**src/rtl/gpioexp_pkg.sv**
```systemverilog
`default_nettype none
package gpioexp_pkg;

  // Fixed widths of the register interface.
  localparam int unsigned FIELD_W  = 16;
  localparam int unsigned BYTE_W   = 8;
  localparam int unsigned OP_W     = 2;

  // Default number of existing pins.
  localparam int unsigned PIN_COUNT_DEF = 16;

  // Reset value of the identification register.
  localparam logic [BYTE_W-1:0] CHIP_ID_RST = 8'd35;

  // Register map.
  localparam logic [BYTE_W-1:0] ADDR_IN0  = 8'h00;
  localparam logic [BYTE_W-1:0] ADDR_IN1  = 8'h01;
  localparam logic [BYTE_W-1:0] ADDR_OUT0 = 8'h02;
  localparam logic [BYTE_W-1:0] ADDR_OUT1 = 8'h03;
  localparam logic [BYTE_W-1:0] ADDR_DIR0 = 8'h04;
  localparam logic [BYTE_W-1:0] ADDR_DIR1 = 8'h05;
  localparam logic [BYTE_W-1:0] ADDR_MSK0 = 8'h06;
  localparam logic [BYTE_W-1:0] ADDR_MSK1 = 8'h07;
  localparam logic [BYTE_W-1:0] ADDR_ID   = 8'h10;

  // Item operation codes; the fourth code does nothing.
  typedef enum logic [OP_W-1:0] {
    OP_TICK  = 2'd0,
    OP_READ  = 2'd1,
    OP_WRITE = 2'd2
  } op_t;

  // Replace one 8-bit port of a 16-bit word.
  function automatic logic [FIELD_W-1:0] put_byte(
    input logic [FIELD_W-1:0] word,
    input logic               port,
    input logic [BYTE_W-1:0]  data
  );
    logic [FIELD_W-1:0] res;
    res = word;
    if (port) begin
      res[FIELD_W-1:BYTE_W] = data;
    end else begin
      res[BYTE_W-1:0] = data;
    end
    return res;
  endfunction

  // Select one 8-bit port of a 16-bit word.
  function automatic logic [BYTE_W-1:0] get_byte(
    input logic [FIELD_W-1:0] word,
    input logic               port
  );
    return port ? word[FIELD_W-1:BYTE_W] : word[BYTE_W-1:0];
  endfunction

endpackage
`default_nettype wire

```
**src/rtl/gpio_expander_registers_core.sv**
```systemverilog
// Register side of a 16-pin GPIO expander, two 8-bit ports.
// Throughput: one item per cycle while out_ready is high; the result register
// is the only stage and is refilled in the same cycle that its item is taken.
// Reset (rst_n low, synchronous): pins all input, outputs and masks zero,
// sampled and last seen levels zero, chip_id 35, result register empty.
`default_nettype none
module gpio_expander_registers_core #(
  parameter int unsigned PIN_COUNT = gpioexp_pkg::PIN_COUNT_DEF
) (
  input  wire logic                              clk,
  input  wire logic                              rst_n,
  // configuration write channel
  input  wire logic                              cfg_valid,
  output logic                                   cfg_ready,
  input  wire logic [gpioexp_pkg::BYTE_W-1:0]    cfg_data,
  // item input channel
  input  wire logic                              in_valid,
  output logic                                   in_ready,
  input  wire logic [gpioexp_pkg::OP_W-1:0]      in_op,
  input  wire logic [gpioexp_pkg::BYTE_W-1:0]    in_reg_addr,
  input  wire logic [gpioexp_pkg::BYTE_W-1:0]    in_write_data,
  input  wire logic [gpioexp_pkg::FIELD_W-1:0]   in_pin_levels,
  // result channel
  output logic                                   out_valid,
  input  wire logic                              out_ready,
  output logic [gpioexp_pkg::BYTE_W-1:0]         out_read_data,
  output logic [gpioexp_pkg::FIELD_W-1:0]        out_pin_drive,
  output logic [gpioexp_pkg::FIELD_W-1:0]        out_pin_is_input,
  output logic                                   out_irq_active,
  output logic                                   out_bad_address
);
  import gpioexp_pkg::*;

  localparam int unsigned PinW = PIN_COUNT;

  // Pin state, only as wide as the pins that exist.
  logic [PinW-1:0]   sampled_r, sampled_nxt;
  logic [PinW-1:0]   latch_r, latch_nxt;
  logic [PinW-1:0]   dir_r, dir_nxt;
  logic [PinW-1:0]   mask_r, mask_nxt;
  logic [PinW-1:0]   seen_r, seen_nxt;
  logic [BYTE_W-1:0] chip_id_r;

  // Result register.
  logic              out_valid_r;
  logic [BYTE_W-1:0] rdata_r, rdata_nxt;
  logic              irq_r, irq_nxt;
  logic              bad_r, bad_nxt;
  logic [PinW-1:0]   drive_r, is_input_r;

  // Zero-extended views of the state for byte access.
  logic [FIELD_W-1:0] sampled_ext, latch_ext, dir_ext, mask_ext, seen_ext;
  // Full-width word after a byte update, trimmed to the existing pins.
  logic [FIELD_W-1:0] put_word;
  logic               port_sel;
  logic               accept;

  // Refill the result register whenever it is empty or being taken.
  assign in_ready  = !out_valid_r || out_ready;
  assign accept    = in_valid && in_ready;
  assign cfg_ready = 1'b1;

  assign sampled_ext = FIELD_W'(sampled_r);
  assign latch_ext   = FIELD_W'(latch_r);
  assign dir_ext     = FIELD_W'(dir_r);
  assign mask_ext    = FIELD_W'(mask_r);
  assign seen_ext    = FIELD_W'(seen_r);
  // Bit 0 of the address picks the port within each register pair.
  assign port_sel    = in_reg_addr[0];

  // Decode one item and work out the state after it.
  always_comb begin
    sampled_nxt = sampled_r;
    latch_nxt   = latch_r;
    dir_nxt     = dir_r;
    mask_nxt    = mask_r;
    seen_nxt    = seen_r;
    rdata_nxt   = '0;
    bad_nxt     = 1'b0;
    put_word    = '0;
    unique case (op_t'(in_op))
      OP_TICK: begin
        // Drop levels of pins that do not exist.
        sampled_nxt = in_pin_levels[PinW-1:0];
      end
      OP_READ: begin
        unique case (in_reg_addr) inside
          ADDR_IN0, ADDR_IN1: begin
            // Record the port as last seen by software.
            rdata_nxt = get_byte(sampled_ext, port_sel);
            put_word  = put_byte(seen_ext, port_sel, rdata_nxt);
            seen_nxt  = put_word[PinW-1:0];
          end
          ADDR_OUT0, ADDR_OUT1: rdata_nxt = get_byte(latch_ext, port_sel);
          ADDR_DIR0, ADDR_DIR1: rdata_nxt = get_byte(dir_ext, port_sel);
          ADDR_MSK0, ADDR_MSK1: rdata_nxt = get_byte(mask_ext, port_sel);
          ADDR_ID:              rdata_nxt = chip_id_r;
          default:              bad_nxt   = 1'b1;
        endcase
      end
      OP_WRITE: begin
        unique case (in_reg_addr) inside
          ADDR_OUT0, ADDR_OUT1: begin
            put_word  = put_byte(latch_ext, port_sel, in_write_data);
            latch_nxt = put_word[PinW-1:0];
          end
          ADDR_DIR0, ADDR_DIR1: begin
            put_word = put_byte(dir_ext, port_sel, in_write_data);
            dir_nxt  = put_word[PinW-1:0];
          end
          ADDR_MSK0, ADDR_MSK1: begin
            put_word = put_byte(mask_ext, port_sel, in_write_data);
            mask_nxt = put_word[PinW-1:0];
          end
          // Read-only and unknown addresses: ignore the write.
          default: bad_nxt = 1'b1;
        endcase
      end
      default: begin
        // Unused code: hold all state, plain result.
      end
    endcase
    // Interrupt on any unmasked pin that moved since last seen.
    irq_nxt = |((sampled_nxt ^ seen_nxt) & ~mask_nxt);
  end

  always_ff @(posedge clk) begin
    if (!rst_n) begin
      sampled_r   <= '0;
      latch_r     <= '0;
      dir_r       <= '1;
      mask_r      <= '0;
      seen_r      <= '0;
      chip_id_r   <= CHIP_ID_RST;
      out_valid_r <= 1'b0;
    end else begin
      if (cfg_valid && cfg_ready) begin
        chip_id_r <= cfg_data;
      end
      if (accept) begin
        sampled_r   <= sampled_nxt;
        latch_r     <= latch_nxt;
        dir_r       <= dir_nxt;
        mask_r      <= mask_nxt;
        seen_r      <= seen_nxt;
        out_valid_r <= 1'b1;
      end else if (out_ready) begin
        out_valid_r <= 1'b0;
      end
    end
  end

  // Result payload: load on accept, hold otherwise.
  always_ff @(posedge clk) begin
    if (accept) begin
      rdata_r    <= rdata_nxt;
      irq_r      <= irq_nxt;
      bad_r      <= bad_nxt;
      drive_r    <= latch_nxt;
      is_input_r <= dir_nxt;
    end
  end

  assign out_valid        = out_valid_r;
  assign out_read_data    = rdata_r;
  assign out_pin_drive    = FIELD_W'(drive_r);
  assign out_pin_is_input = FIELD_W'(is_input_r);
  assign out_irq_active   = irq_r;
  assign out_bad_address  = bad_r;

  // An accepted item always leaves a result behind.
  a_accept_fills : assert property (@(posedge clk) disable iff (!rst_n)
    accept |=> out_valid_r)
    else $error("accepted item produced no result");

  // A flagged access never returns data.
  a_bad_no_data : assert property (@(posedge clk) disable iff (!rst_n)
    (out_valid_r && bad_r) |-> (rdata_r == '0))
    else $error("bad address with nonzero read data");

  // A write to the low output latch shows up in the same item's result.
  a_latch_write : assert property (@(posedge clk) disable iff (!rst_n)
    (accept && in_op == OP_WRITE && in_reg_addr == ADDR_OUT0)
      |=> (drive_r[BYTE_W-1:0] == $past(in_write_data)))
    else $error("output latch write not reflected");

  // The interrupt follows the stored state.
  a_irq_state : assert property (@(posedge clk) disable iff (!rst_n)
    out_valid_r |-> (irq_r == |((sampled_r ^ seen_r) & ~mask_r)))
    else $error("interrupt does not match pin state");

endmodule
`default_nettype wire
```
**config.mk**
```make
export PLATFORM = sky130hd
export DESIGN_NAME = gpio_expander_registers_core
export DESIGN_NICKNAME = d
export VERILOG_FILES = /design/src/rtl/gpioexp_pkg.sv /design/src/rtl/gpio_expander_registers_core.sv
export SDC_FILE = /design/constraint.sdc
export NUM_CORES = 1
export LEC_CHECK = 0
export ABC_AREA = 1
export ABC_CLOCK_PERIOD_IN_PS = 4120
export BUFFER_PORTS_ARGS = -buffer_cell sky130_fd_sc_hd__buf_2
export CORE_ASPECT_RATIO = 0.7
export CORE_UTILIZATION = 43
export DETAILED_ROUTE_END_ITERATION = 10
export SLEW_MARGIN = 15
export SYNTH_ARGS = -nofsm -noshare
export SYNTH_HDL_FRONTEND = slang
export SYNTH_SLANG_ARGS = --single-unit
export TNS_END_PERCENT = 100
```
**constraint.sdc**
```tcl
create_clock -name clk -period 4.12 [get_ports clk]
set_input_delay 0.206 -clock clk [delete_from_list [all_inputs] [get_ports clk]]
set_output_delay 0.206 -clock clk [all_outputs]
set_load 0.02 [all_outputs]
```
==> run_results.csv <==
group,metric,value,unit
status,status,"complete, no violations",
place,port_buffers,90,
logic_synthesis,ys_seq_area_share,45.5,%
finish,synthToLayoutAreaGrowth,18.1,%
critical_path,cp-end-kind,"flop",
critical_path,slowest_stage,"buf_2",
finish,layout-drive-gt1-share,15.9,%
route,drc,0,
critical_path,worst_setup_path_start_kind,"primary input",
logic_synthesis,synth_edf_count,42,
pwr,p_switching,0.955,mW
pwr,switching_share,26.8,%
critical_path,crit_fanout,49,
pwr,combPwrFrac,13.2,%
place,placed_area,7260,um2
logic_synthesis,synthCells,923,
cts,cts_inserted_buffers,17,
critical_path,path_buf_inv,3,
finish,nets,1047,
cts,cts-root-buf,"clkbuf_16",
cts,htree_levels,4,
logic_synthesis,synth_cell_type_count,34,
critical_path,cp_common_cell,"nand2_1",
logic_synthesis,synth_fa_ha_area_share,0.561,%
cts,cts_setup_buffers,0,
logic_synthesis,synth_top_family_by_area,"simple AND/OR/NAND/NOR gates",
logic_synthesis,synth_simple_gate_area_share,23.8,%
sta,tns,0,ps
sta,max-slew-margin-rel,39.1,%
critical_path,r2r_end,"latch_ext[10]",
grt,grt_usage,25.4,%
critical_path,crit_arrival,2840,ps
sta,fin_skew,8.75,ps
cts,path_clk_slew,60,ps
route,first_pass_iters,5,
grt,grt.overflow.total,0,
sta,drv_slew,0,
pwr,vdd_ir_drop_max,216,uV
logic_synthesis,synth_fp_nets,973,
pwr,p_clk_share,45.2,%
sta,fmax,374,MHz
floorplanning,dieWidth,151,um
sta,hold_violations,0,
logic_synthesis,syn_area,6690,um2
cts,cts_tree,"yes",
grt,grt_max_degree,85,
critical_path,crit_chain,"buf_2 > inv_1 > nor2_1 > nand2_1 > nor2_2 > nand3_1 > nand2_1 > nand2_1 > nand3_1 > nand2_1 > inv_1 > nand2_1 > nor2_1 > nand2_1",
critical_path,worstSetupPathType,"in2reg",
logic_synthesis,yosys_warnings,0,
logic_synthesis,ys_top_cells_by_area,"dfxtp_1, edfxtp_1, nand2_1",
finish,stdcell_area,7900,um2
finish,num-fill-cells,1464,
sta,fin_crit_sh,64.9,%
cts,clock-sinks,131,
place,place_ws,1140,ps
sta,setup_viol,0,
floorplanning,die_y,106,um
worst_hold_path,hold_class,"in2reg",
floorplanning,fp-row-count,37,
critical_path,path_delay_family,"simple AND/OR/NAND/NOR gates",
critical_path,cp_slowest_stage_delay,680,ps
job,drv_cap,0,
logic_synthesis,ys_ff_latch,131,
floorplanning,core_area,15000,um2
critical_path,timing.rr.start,"out_valid",
sta,worst_slew_pin_slew,914,ps
worst_hold_path,hold_end,"chip_id_r[0]",
cts,cts.repair.resized,0,
sta,layout_min_cycle_time,2670,ps
cts,cts_buffer_depth,2,
route,drt_wl_total,19700,um
grt,antenna_found_initial,1,
logic_synthesis,avgSynthCellArea,7.25,um2
pwr,seqPwrFrac,41.6,%
pwr,cellPowerDensity,451,nW/um2
logic_synthesis,synth_top_cells_by_count,"nand2_1, inv_1, o21ai_0, dfxtp_1, nor2_1",
logic_synthesis,synth_most_common_cell,"nand2_1",
sta,grt_setup_unrepaired,"no",
floorplanning,pin_count,92,
grt,grt_pass1_wl,30300,um
worst_hold_path,whs_path_depth,3,
cts,clock_latency,410,ps
route,drt_iter0_drc,720,
grt,grt_pass1_vias,5441,
cts,ctsHoldBuffers,1,
floorplanning,initial_core_util,44.7,%
pwr,p_int,2.61,mW
route,num_vias,6342,
logic_synthesis,synth_top_area_share,26.6,%
pwr,p_leak,3.82,nW
place,hpwl,13800,um
place,place_congestion,0.907,
route,via_per_inst,5.26,
critical_path,rr_worst_depth,8,
logic_synthesis,synthFlopType,"dfxtp_1",
critical_path,crit_required,4290,ps
logic_synthesis,synth_area_leader_cell,"dfxtp_1",
sta,setup_ws,1450,ps
critical_path,regToRegSetupSlack,2180,ps
logic_synthesis,synth_compound_area_share,19.0,%
logic_synthesis,synth_xor_area_share,0,%
logic_synthesis,synthMuxAreaShare,0,%
floorplanning,die_area,16100,um2
route,ant_nets,0,
logic_synthesis,synthArstFlopShare,0,%
route,wl_per_cell,16.3,um
worst_hold_path,holdCritStartpoint,"cfg_data[0]",
-- per-stage QoR --
step / cells / util [%] / hold WS (ps) / power [mW]
6_report: 1206 / 52.8 / 17.9 / 3.56
4_1_cts: 1205 / 52.8 / 1.25 / 3.57
3_3_place_gp: 1172 / 48.6 / 427 / 1.97
3_5_place_dp: 1172 / 48.6 / 431 / 1.97
2_1_floorplan: 923 / - / 317 / 1.82
5_1_grt: 1206 / 52.8 / 41.7 / 3.70
-- state kept, by name, indices dropped and copies added, names as in the netlist --
name and count:
out_valid 1, chip_id_r 8, out_pin_is_input 16, mask_ext 16, out_bad_address 1, dir_ext 16, out_irq_active 1, out_read_data 8
latch_ext 16, out_pin_drive 16, sampled_ext 16, seen_ext 16
-- cells by family (layout without fill, tap and decap cells) --
| kind of cell | count (synthesis) | in the layout |
|---|---|---|
| AO/OA/AOI/OAI | 222 | 222 |
| adder cells (fa/ha/maj) | 3 | 3 |
| buffers and inverters | 192 | 279 |
| flip-flops | 131 | 131 |
| other | 1 | 2 |
| AND/OR/NAND/NOR | 374 | 374 |
-- tightest hold or removal path, stage by stage --
cell and delay, ps:
buf_2 80, a21oi_1 50, o21ai_0 60
-- layout make-up --
class / instances / area, um2 / share of cell area, %
Timing Repair Buffer: 100 / 528 / 6.68
Tap cell: 195 / 244 / 3.09
Multi-Input combinational cell: 600 / 2900 / 36.7
Clock buffer: 19 / 443 / 5.61
Sequential cell: 131 / 3040 / 38.5
Inverter: 147 / 554 / 7.02
Clock inverter: 13 / 183 / 2.31
Antenna cell: 1 / 2.50 / 0.0317
-- power by group through the flow --
stage               registers [mW]  clock network (mW)  logic (mW)
floorplan                     1.53                   0       0.289
global placement              1.51                   0       0.461
detailed placement            1.51                   0       0.464
CTS                           1.48                1.63       0.468
global route                  1.49                1.68       0.531
finish                        1.48                1.61       0.472
-- worst max path at each step --
stage | slack (ps) | cells after the start | start | end
2_1_floorplan | 1200 | 5 | out_valid | out_bad_address
3_3_place_gp | 1120 | 14 | in_reg_addr[0] | out_irq_active
3_5_place_dp | 1140 | 14 | in_reg_addr[0] | out_irq_active
4_1_cts | 1580 | 14 | in_reg_addr[0] | out_irq_active
5_1_grt | 1250 | 14 | in_reg_addr[0] | out_irq_active
6_report | 1450 | 14 | in_reg_addr[0] | out_irq_active
-- layer usage --
metal  global-route usage [%]  wire length [um]  up-vias
met4                     8.36               254        0
li1                         -                 -     3165
met5                        0                 0        -
met3                     5.49              1580       20
met2                     33.1              7660      261
met1                     40.1             10200     2896
-- cell usage in the layout, fill, tap and decap left out, types with 7 or more instances in the layout --
| cell type | n |
|---|---|
| o211ai_1 | 34 |
| nand2_2 | 11 |
| edfxtp_1 | 42 |
| nor2_1 | 76 |
| nand4_1 | 9 |
| nand2_1 | 212 |
| nand3_1 | 49 |
| inv_1 | 140 |
| o21ai_2 | 9 |
| clkbuf_16 | 17 |
| o21ai_1 | 14 |
| dfxtp_1 | 89 |
| o21ai_0 | 105 |
| buf_2 | 90 |
| a21oi_1 | 49 |
| nand3b_1 | 7 |
| buf_4 | 9 |
Power figures use the tool's default switching activity.
